<file path="src/hw/rtl/djb_pkg.sv">
// shared types, constants and helpers of the four-lane djb2 hash
package djb_pkg;

  localparam int BYTES_PER_WORD = 8;
  localparam int NUM_LANES      = 4;
  localparam int LANE_W         = 32;
  localparam int WORD_W         = 64;
  localparam int HASH_W         = NUM_LANES * LANE_W;
  localparam int PTR_W          = 2;
  localparam int CNT_W          = 4;
  localparam int CFG_IDX_W      = 8;
  localparam int ROUNDS         = (BYTES_PER_WORD + NUM_LANES - 1) / NUM_LANES;
  localparam int IDX_W          = (BYTES_PER_WORD > 1) ? $clog2(BYTES_PER_WORD) : 1;

  localparam logic [LANE_W-1:0] LANE_INIT = LANE_W'(5381);
  localparam logic [CNT_W-1:0]  BPW_CNT   = CNT_W'(BYTES_PER_WORD);

  typedef enum logic [CFG_IDX_W-1:0] {
    REG_COOKIE_LOW  = CFG_IDX_W'(0),
    REG_COOKIE_HIGH = CFG_IDX_W'(1)
  } cfg_reg_t;

  // per-word control sent to every lane
  typedef struct packed {
    logic             en;
    logic             final_w;
    logic [PTR_W-1:0] ptr;
    logic [CNT_W-1:0] count;
  } lane_ctrl_t;

  // one x33-and-add round
  function automatic logic [LANE_W-1:0] djb_round(input logic [LANE_W-1:0] h,
                                                  input logic [7:0] b);
    djb_round = (h << 5) + h + {{(LANE_W - 8){1'b0}}, b};
  endfunction

endpackage

</file>
<file path="src/hw/rtl/djb_in_if.sv">
// input word channel
interface djb_in_if;
  logic                         valid;
  logic                         ready;
  logic [djb_pkg::WORD_W-1:0]   data_word;
  logic [djb_pkg::CNT_W-1:0]    byte_count;
  logic                         final_word;

  modport source (output valid, data_word, byte_count, final_word, input ready);
  modport sink   (input valid, data_word, byte_count, final_word, output ready);
endinterface

</file>
<file path="src/hw/rtl/djb_out_if.sv">
// hash result channel
interface djb_out_if;
  logic                         valid;
  logic                         ready;
  logic [djb_pkg::WORD_W-1:0]   hash_half;
  logic                         half_last;

  modport source (output valid, hash_half, half_last, input ready);
  modport sink   (input valid, hash_half, half_last, output ready);
endinterface

</file>
<file path="src/hw/rtl/djb_cfg_if.sv">
// configuration write channel
interface djb_cfg_if;
  logic                           valid;
  logic                           ready;
  logic [djb_pkg::CFG_IDX_W-1:0]  reg_index;
  logic [djb_pkg::WORD_W-1:0]     wdata;

  modport source (output valid, reg_index, wdata, input ready);
  modport sink   (input valid, reg_index, wdata, output ready);
endinterface

</file>
<file path="src/hw/rtl/djb_lane.sv">
// one hash lane: absorbs the bytes of a word that fall to it
module djb_lane (
  input  logic                          clk,
  input  logic                          rst_n,
  input  logic [djb_pkg::PTR_W-1:0]     lane_id,
  input  djb_pkg::lane_ctrl_t           ctrl,
  input  logic [djb_pkg::WORD_W-1:0]    data_word,
  output logic [djb_pkg::LANE_W-1:0]    hash_abs
);

  logic [djb_pkg::LANE_W-1:0] hash_r;
  logic [djb_pkg::LANE_W-1:0] hash_nxt;
  logic [djb_pkg::PTR_W-1:0]  offset;

  assign offset = lane_id - ctrl.ptr;

  // offset + 4r is the byte index within the word
  always_comb begin
    logic [djb_pkg::LANE_W-1:0] h;
    logic [djb_pkg::CNT_W-1:0]  k;
    h = hash_r;
    for (int r = 0; r < djb_pkg::ROUNDS; r++) begin
      k = djb_pkg::CNT_W'(offset) + djb_pkg::CNT_W'(r * djb_pkg::NUM_LANES);
      if (k < ctrl.count) begin
        h = djb_pkg::djb_round(h, data_word[{k[djb_pkg::IDX_W-1:0], 3'b000} +: 8]);
      end
    end
    hash_abs = h;
  end

  always_comb begin
    hash_nxt = hash_r;
    if (ctrl.en) begin
      hash_nxt = ctrl.final_w ? djb_pkg::LANE_INIT : hash_abs;
    end
  end

  always_ff @(posedge clk) begin
    if (!rst_n) begin
      hash_r <= djb_pkg::LANE_INIT;
    end else begin
      hash_r <= hash_nxt;
    end
  end

endmodule

</file>
<file path="src/hw/rtl/djb_merge.sv">
// cookie merge and two-half result register
module djb_merge (
  input  logic                                        clk,
  input  logic                                        rst_n,
  input  logic                                        load,
  input  logic [djb_pkg::NUM_LANES-1:0][djb_pkg::LANE_W-1:0] lane_hash,
  input  logic [djb_pkg::HASH_W-1:0]                  cookie,
  output logic                                        slot_free,
  djb_out_if.source                                   out_ch
);

  logic [djb_pkg::HASH_W-1:0] res_r;
  logic [djb_pkg::HASH_W-1:0] res_nxt;
  logic                       valid_r;
  logic                       valid_nxt;
  logic                       half_r;
  logic                       half_nxt;
  logic                       pop;

  assign pop       = valid_r && out_ch.ready;
  assign slot_free = !valid_r || (half_r && out_ch.ready);

  always_comb begin
    res_nxt   = res_r;
    valid_nxt = valid_r;
    half_nxt  = half_r;
    if (load) begin
      res_nxt   = lane_hash ^ cookie;
      valid_nxt = 1'b1;
      half_nxt  = 1'b0;
    end else if (pop) begin
      if (half_r) begin
        valid_nxt = 1'b0;
      end else begin
        half_nxt = 1'b1;
      end
    end
  end

  always_ff @(posedge clk) begin
    res_r <= res_nxt;
    if (!rst_n) begin
      valid_r <= 1'b0;
      half_r  <= 1'b0;
    end else begin
      valid_r <= valid_nxt;
      half_r  <= half_nxt;
    end
  end

  assign out_ch.valid     = valid_r;
  assign out_ch.half_last = half_r;
  assign out_ch.hash_half = half_r ? res_r[djb_pkg::HASH_W-1:djb_pkg::WORD_W]
                                   : res_r[djb_pkg::WORD_W-1:0];

endmodule

</file>
<file path="src/hw/rtl/djb2_four_lane_hash_128.sv">
// top level of the four-lane interleaved djb2 hash with 128-bit result
//
// usage
// - in_ch carries message words of up to eight bytes, first byte in the low bits,
//   byte_count valid bytes (counts above eight act as eight), final_word on the last
// - all four lanes absorb their share of a word taken on in_ch (two x33-and-add
//   rounds each) in the same cycle, so one word per cycle while no final word waits
// - non-final words are taken every cycle regardless of the result side
// - a final word loads the merge register as it is taken; in the next cycle out_ch
//   shows the low half (lanes 1:0) and, on the next taken cycle, the high half
//   (lanes 3:2) with half_last set
// - a final word waits only while the result register still holds an untaken half;
//   it can be taken in the cycle the previous high half is taken
// - cfg_ch writes cookie_low (index 0) or cookie_high (index 1); other indexes are
//   dropped; cfg_ch is always ready
// - reset (rst_n low, synchronous) sets every lane to 5381, the lane pointer and
//   cookies to zero and drops any pending result
// - when out_ch stalls, the current half holds steady until taken
module djb2_four_lane_hash_128 (
  input  logic       clk,
  input  logic       rst_n,
  djb_in_if.sink     in_ch,
  djb_out_if.source  out_ch,
  djb_cfg_if.sink    cfg_ch
);

  logic [djb_pkg::PTR_W-1:0]   ptr_r;
  logic [djb_pkg::PTR_W-1:0]   ptr_nxt;
  logic [djb_pkg::WORD_W-1:0]  cookie_lo_r;
  logic [djb_pkg::WORD_W-1:0]  cookie_lo_nxt;
  logic [djb_pkg::WORD_W-1:0]  cookie_hi_r;
  logic [djb_pkg::WORD_W-1:0]  cookie_hi_nxt;
  logic [djb_pkg::CNT_W-1:0]   count_sat;
  logic                        slot_free;
  logic                        in_fire;
  djb_pkg::lane_ctrl_t         lane_ctrl;
  logic [djb_pkg::NUM_LANES-1:0][djb_pkg::LANE_W-1:0] lane_abs;

  // final words need a free result slot, others never wait
  assign in_ch.ready = !in_ch.final_word || slot_free;
  assign in_fire     = in_ch.valid && in_ch.ready;
  assign cfg_ch.ready = 1'b1;

  // clamp oversize counts to the word size
  assign count_sat = (in_ch.byte_count > djb_pkg::BPW_CNT) ? djb_pkg::BPW_CNT
                                                            : in_ch.byte_count;

  assign lane_ctrl.en      = in_fire;
  assign lane_ctrl.final_w = in_ch.final_word;
  assign lane_ctrl.ptr     = ptr_r;
  assign lane_ctrl.count   = count_sat;

  // lane pointer advances by the byte count, back to lane 0 after a message
  always_comb begin
    ptr_nxt = ptr_r;
    if (in_fire) begin
      ptr_nxt = in_ch.final_word ? '0 : ptr_r + count_sat[djb_pkg::PTR_W-1:0];
    end
  end

  // cookie register writes
  always_comb begin
    cookie_lo_nxt = cookie_lo_r;
    cookie_hi_nxt = cookie_hi_r;
    if (cfg_ch.valid) begin
      case (cfg_ch.reg_index)
        djb_pkg::REG_COOKIE_LOW: begin
          cookie_lo_nxt = cfg_ch.wdata;
        end
        djb_pkg::REG_COOKIE_HIGH: begin
          cookie_hi_nxt = cfg_ch.wdata;
        end
        default: begin
          cookie_lo_nxt = cookie_lo_r;
        end
      endcase
    end
  end

  always_ff @(posedge clk) begin
    if (!rst_n) begin
      ptr_r       <= '0;
      cookie_lo_r <= '0;
      cookie_hi_r <= '0;
    end else begin
      ptr_r       <= ptr_nxt;
      cookie_lo_r <= cookie_lo_nxt;
      cookie_hi_r <= cookie_hi_nxt;
    end
  end

  // the lanes, each taking every fourth byte
  for (genvar g = 0; g < djb_pkg::NUM_LANES; g++) begin : g_lane
    djb_lane u_lane (
      .clk       (clk),
      .rst_n     (rst_n),
      .lane_id   (djb_pkg::PTR_W'(g)),
      .ctrl      (lane_ctrl),
      .data_word (in_ch.data_word),
      .hash_abs  (lane_abs[g])
    );
  end

  // merge: xor with cookies and hand out as two halves
  djb_merge u_merge (
    .clk       (clk),
    .rst_n     (rst_n),
    .load      (in_fire && in_ch.final_word),
    .lane_hash (lane_abs),
    .cookie    ({cookie_hi_r, cookie_lo_r}),
    .slot_free (slot_free),
    .out_ch    (out_ch)
  );

  // a final word shows its low half next cycle
  a_final_loads: assert property (@(posedge clk) disable iff (!rst_n)
    in_fire && in_ch.final_word |=> out_ch.valid && !out_ch.half_last)
    else $error("final word did not load the result register");

  // the high half follows a taken low half
  a_high_follows: assert property (@(posedge clk) disable iff (!rst_n)
    out_ch.valid && out_ch.ready && !out_ch.half_last |=> out_ch.valid && out_ch.half_last)
    else $error("high half missing after low half");

  // the pointer returns to lane 0 after a message
  a_ptr_restart: assert property (@(posedge clk) disable iff (!rst_n)
    in_fire && in_ch.final_word |=> ptr_r == '0)
    else $error("lane pointer not cleared after final word");

  // empty non-final words leave the pointer alone
  a_empty_word: assert property (@(posedge clk) disable iff (!rst_n)
    in_fire && !in_ch.final_word && in_ch.byte_count == '0 |=> $stable(ptr_r))
    else $error("empty word moved the lane pointer");

endmodule

</file>
<file path="src/flat_wrapper.sv">
// flat-port wrapper written by rule: the top's interface ports become plain ports
module djb2_four_lane_hash_128_flat 
  (clk, rst_n, in_ch_valid, in_ch_data_word, in_ch_byte_count, in_ch_final_word, in_ch_ready, out_ch_valid, out_ch_hash_half, out_ch_half_last, out_ch_ready, cfg_ch_valid, cfg_ch_reg_index, cfg_ch_wdata, cfg_ch_ready);
  djb_in_if in_ch_i ();
  djb_out_if out_ch_i ();
  djb_cfg_if cfg_ch_i ();
  input  logic clk;
  input  logic rst_n;
  input wire logic [$bits(in_ch_i.valid)-1:0] in_ch_valid;
  input wire logic [$bits(in_ch_i.data_word)-1:0] in_ch_data_word;
  input wire logic [$bits(in_ch_i.byte_count)-1:0] in_ch_byte_count;
  input wire logic [$bits(in_ch_i.final_word)-1:0] in_ch_final_word;
  output wire logic [$bits(in_ch_i.ready)-1:0] in_ch_ready;
  output wire logic [$bits(out_ch_i.valid)-1:0] out_ch_valid;
  output wire logic [$bits(out_ch_i.hash_half)-1:0] out_ch_hash_half;
  output wire logic [$bits(out_ch_i.half_last)-1:0] out_ch_half_last;
  input wire logic [$bits(out_ch_i.ready)-1:0] out_ch_ready;
  input wire logic [$bits(cfg_ch_i.valid)-1:0] cfg_ch_valid;
  input wire logic [$bits(cfg_ch_i.reg_index)-1:0] cfg_ch_reg_index;
  input wire logic [$bits(cfg_ch_i.wdata)-1:0] cfg_ch_wdata;
  output wire logic [$bits(cfg_ch_i.ready)-1:0] cfg_ch_ready;
  assign in_ch_i.valid = in_ch_valid;
  assign in_ch_i.data_word = in_ch_data_word;
  assign in_ch_i.byte_count = in_ch_byte_count;
  assign in_ch_i.final_word = in_ch_final_word;
  assign in_ch_ready = in_ch_i.ready;
  assign out_ch_valid = out_ch_i.valid;
  assign out_ch_hash_half = out_ch_i.hash_half;
  assign out_ch_half_last = out_ch_i.half_last;
  assign out_ch_i.ready = out_ch_ready;
  assign cfg_ch_i.valid = cfg_ch_valid;
  assign cfg_ch_i.reg_index = cfg_ch_reg_index;
  assign cfg_ch_i.wdata = cfg_ch_wdata;
  assign cfg_ch_ready = cfg_ch_i.ready;
  djb2_four_lane_hash_128 u_core (.clk(clk), .rst_n(rst_n), .in_ch(in_ch_i), .out_ch(out_ch_i), .cfg_ch(cfg_ch_i));
endmodule
</file>
<file path="config.mk">
export PLATFORM = sky130hd
export DESIGN_NAME = djb2_four_lane_hash_128_flat
export DESIGN_NICKNAME = d
export VERILOG_FILES = /design/src/hw/rtl/djb_pkg.sv /design/src/hw/rtl/djb_in_if.sv /design/src/hw/rtl/djb_out_if.sv /design/src/hw/rtl/djb_cfg_if.sv /design/src/hw/rtl/djb_lane.sv /design/src/hw/rtl/djb_merge.sv /design/src/hw/rtl/djb2_four_lane_hash_128.sv /design/src/flat_wrapper.sv
export SDC_FILE = /design/constraint.sdc
export NUM_CORES = 2
export LEC_CHECK = 0
export BUFFER_PORTS_ARGS = -buffer_cell sky130_fd_sc_hd__buf_4
export CAP_MARGIN = 20
export CORE_AREA = 2 2 188 375
export DETAILED_ROUTE_END_ITERATION = 10
export DIE_AREA = 0 0 190 377
export GPL_ROUTABILITY_DRIVEN = 0
export GPL_TIMING_DRIVEN = 1
export PLACE_DENSITY = 0.67
export SLEW_MARGIN = 20
export SYNTH_ARGS = -nofsm -noshare
export SYNTH_HDL_FRONTEND = slang
export SYNTH_SLANG_ARGS = --single-unit
export TNS_END_PERCENT = 100
</file>
<file path="constraint.sdc">
create_clock -name clk -period 17.2 [get_ports clk]
set_clock_uncertainty 0.1 [all_clocks]
set_input_delay 0.86 -clock clk [delete_from_list [all_inputs] [get_ports clk]]
set_output_delay 0.86 -clock clk [all_outputs]
set_load 0.02 [all_outputs]
</file>
==> summary.txt <==
Critical path
  – Cell family with most CP delay: compound AO/OA/AOI/OAI gates
  – CP Launch Type: register
  – R2R cell count: 27
  – Crit path depth: 27
  – Slowest CP cell: buf_4
  – Slowest stage delay, CP: 0.73 ns
  – CP Class: register to register
  – Worst path most repeated cell: o21ai_0
  – CP arrival: 8.43 ns
  – Worst setup EP type: register
  – Critical path peak fanout: between 60 and 70
  – CP bufs+invs: 4
  – CP required: approximately 17 ns

STA
  – RSZ-0062 raised after global routing: false
  – Tmin final: between 8 and 9 ns
  – Final setup viols: 0
  – Final Cycle Share: 47.68%
  – Final Max Slew Viols: 0
  – Hold Violations, Final: 0
  – Relative slew slack: 24.56%
  – Worst slew pin tran: about 1.1 ns
  – Fmax: 121.9 MHz
  – Setup TNS: 0 ns

Finish
  – Layout overhead on the synthesized area: 11.17%
  – # fillers: 6385
  – Multi-input gate area: 23980 um2
  – Most frequent cells in the layout: nand2_1, ha_1, a21oi_1, dfxtp_1, nor2_1
  – Final core occ: a little under three fifths
  – Leading cell type in the layout, fill and taps excluded: nand2_1
  – Share of cells above drive strength 1: ~12%
  – Register area: 9060 um2
  – Layout Nets: 4704

Logic synthesis
  – Synth Cell Area: 34080 um2
  – Asr flop ratio synth: 0%
  – Most used DFF post-synth: dfxtp_1
  – Syn avg cell area: 8.647 um2
  – Area contributors post-synth: ha_1, dfxtp_1, edfxtp_1
  – Post-synth top area cell: ha_1
  – Register area share after synthesis: 26.55%
  – Netlist cell types: slightly above 80
  – Syn. warnings: 0
  – Synth top area share: 17.00%
  – Syn_nets: around 4600
  – Mapped Cells: 3941
  – EDFF count, synth: 128
  – #FFs+latches synth: 388

CTS
  – Clk buf depth: 3
  – Number of setup buffers added after CTS: 0
  – Cts hold-fix bufs: 0
  – CTS sink cnt: ~390
  – Worst skew pair latency: 0.58 ns
  – Clock transition at path regs: 0.07 ns
  – Post-cts resize count: 0
  – CTS tree: built
  – Root Buffer: clkbuf_16
  – CTS buffer count: 39
  – CTS H-tree depth: 2

Die
  – Row cnt: 136
  – Starting Density: between 40% and 50%
  – Total core area: 68580 um2
  – # IOs: 214
  – Die Ht: 377 um
  – DIE WIDTH: 190 um
  – Die area: approximately 72000 um2

Routing
  – Total wire length: 112.5 mm
  – Via count: 30493
  – First DRT Iteration DRCs: 1956
  – DRC errors left: 0
  – DRT Pass-1 Iters: 6
  – Routed vias/inst: slightly above 6
  – WL/cell: between 20 and 25 um
  – Routed Antenna Nets: 0

Place
  – IO buf count: between 200 and 250
  – DP Wirelength: 87.46 mm

Global route
  – Vias in the first global route: 30248
  – Largest net degree at the start of global routing: 109
  – Tot GR Track Use: slightly above 30%
  – Initial antenna violation count: 4
  – Gr ovfl total: 0
  – First-pass GRT wire length: 170.5 mm

Run status
  – Status: completed

Min path
  – Worst hold stages: 2
  – Class of the worst hold path: register to register

Run
  – Total of max-cap violations: 0
-- per-layer routing --
layer	vias up	part of all wire [%]	GRT usage, %
met4	2	7.6	20.35
met2	1104	50	56.40
met1	14530	36	32.85
li1	14507	-	-
met5	-	0.012	0
met3	350	6.0	4.586
-- path summary, 6_finish.rpt --
path	startpoint	slack [ns]	to
setup / recovery	u_core.ptr_r[1]$_SDFFE_PN0P_	9.00	u_core.u_merge.res_r[30]$_DFFE_PP_
hold / removal	u_core.cookie_lo_r[21]$_SDFFE_PN0P_	0.37	u_core.cookie_lo_r[21]$_SDFFE_PN0P_
setup reg to reg	u_core.ptr_r[1]$_SDFFE_PN0P_	9.00	u_core.u_merge.res_r[30]$_DFFE_PP_
hold reg to reg	u_core.cookie_lo_r[21]$_SDFFE_PN0P_	0.37	u_core.cookie_lo_r[21]$_SDFFE_PN0P_
-- final cells by class --
type                       instances  share of cell area [%]
clock buffer                      45                   2.715
clock inverter                    27                  0.8290
inverter                         142                   1.433
timing repair buffer             243                   4.829
antenna                            4                 0.02642
multi-input combinational       3249                   63.29
sequential                       388                   23.92
tap                              897                   2.963
-- sequential cells by signal, summed over array words and instances (netlist names) --
signal,flops
u_core.g_lane.u_lane.hash_r,128
u_core.u_merge.out_ch.valid,1
u_core.cookie_hi_r,64
u_core.ptr_r,2
u_core.cookie_lo_r,64
u_core.u_merge.res_r,128
u_core.u_merge.out_ch.half_last,1
-- worst register-to-register path: stages, from the launching register on --
cell and delay, ns:
dfxtp_4 0.33, buf_4 0.73, mux4_2 0.71, ha_1 0.30, ha_1 0.18, inv_1 0.08, fa_1 0.48, nor2b_1 0.17
o31a_1 0.21, o21ai_0 0.11, nand2b_1 0.11, xnor2_1 0.12, o21ai_0 0.50, inv_1 0.12, fa_1 0.50, inv_1 0.04
ha_1 0.43, o21ai_0 0.14, o2bb2ai_1 0.15, a31oi_1 0.26, a31oi_1 0.26, o41a_1 0.48, o21ai_0 0.39, o211ai_1 0.18
mux2_2 0.29, nor3_1 0.27, o21ai_0 0.17, xor2_1 0.16
-- synth_stat cells (all sizes together) (46+ instances only) --
cell type	number
o21ai	251
xor2	127
nand3	55
nor3	46
dfxtp	260
inv	142
mux2	76
edfxtp	128
mux4	64
a21oi	446
nand2	556
clkbuf	143
nor2	253
ha	463
a21o	107
xnor2	214
-- cell families after synthesis --
group,after synthesis,share of synthesized area [%]
AO/OA/AOI/OAI,1125,20.18
XOR/XNOR,342,8.831
adder cells (fa/ha/maj),495,18.88
buffers and inverters,304,3.367
flip-flops,388,26.55
multiplexers,181,7.982
other,1,0.01100
AND/OR/NAND/NOR,1105,14.19
-- stage by stage --
| step | hold WS (ns) | area (um2) | std cells | setup WS [ns] |
|---|---|---|---|---|
| floorplan | 0.3478 | 34080 | 3941 | 10.21 |
| global placement | 0.3539 | 36510 | 4917 | 9.246 |
| detailed placement | 0.3586 | 36520 | 4918 | 9.116 |
| CTS | 0.3676 | 37860 | 4990 | 9.071 |
| global route | 0.3825 | 37880 | 4992 | 8.577 |
| finish | 0.3664 | 37880 | 4995 | 8.999 |
Power is not shown: default switching activity piles up to over one toggle a cycle in this logic, so the estimate is an artifact.
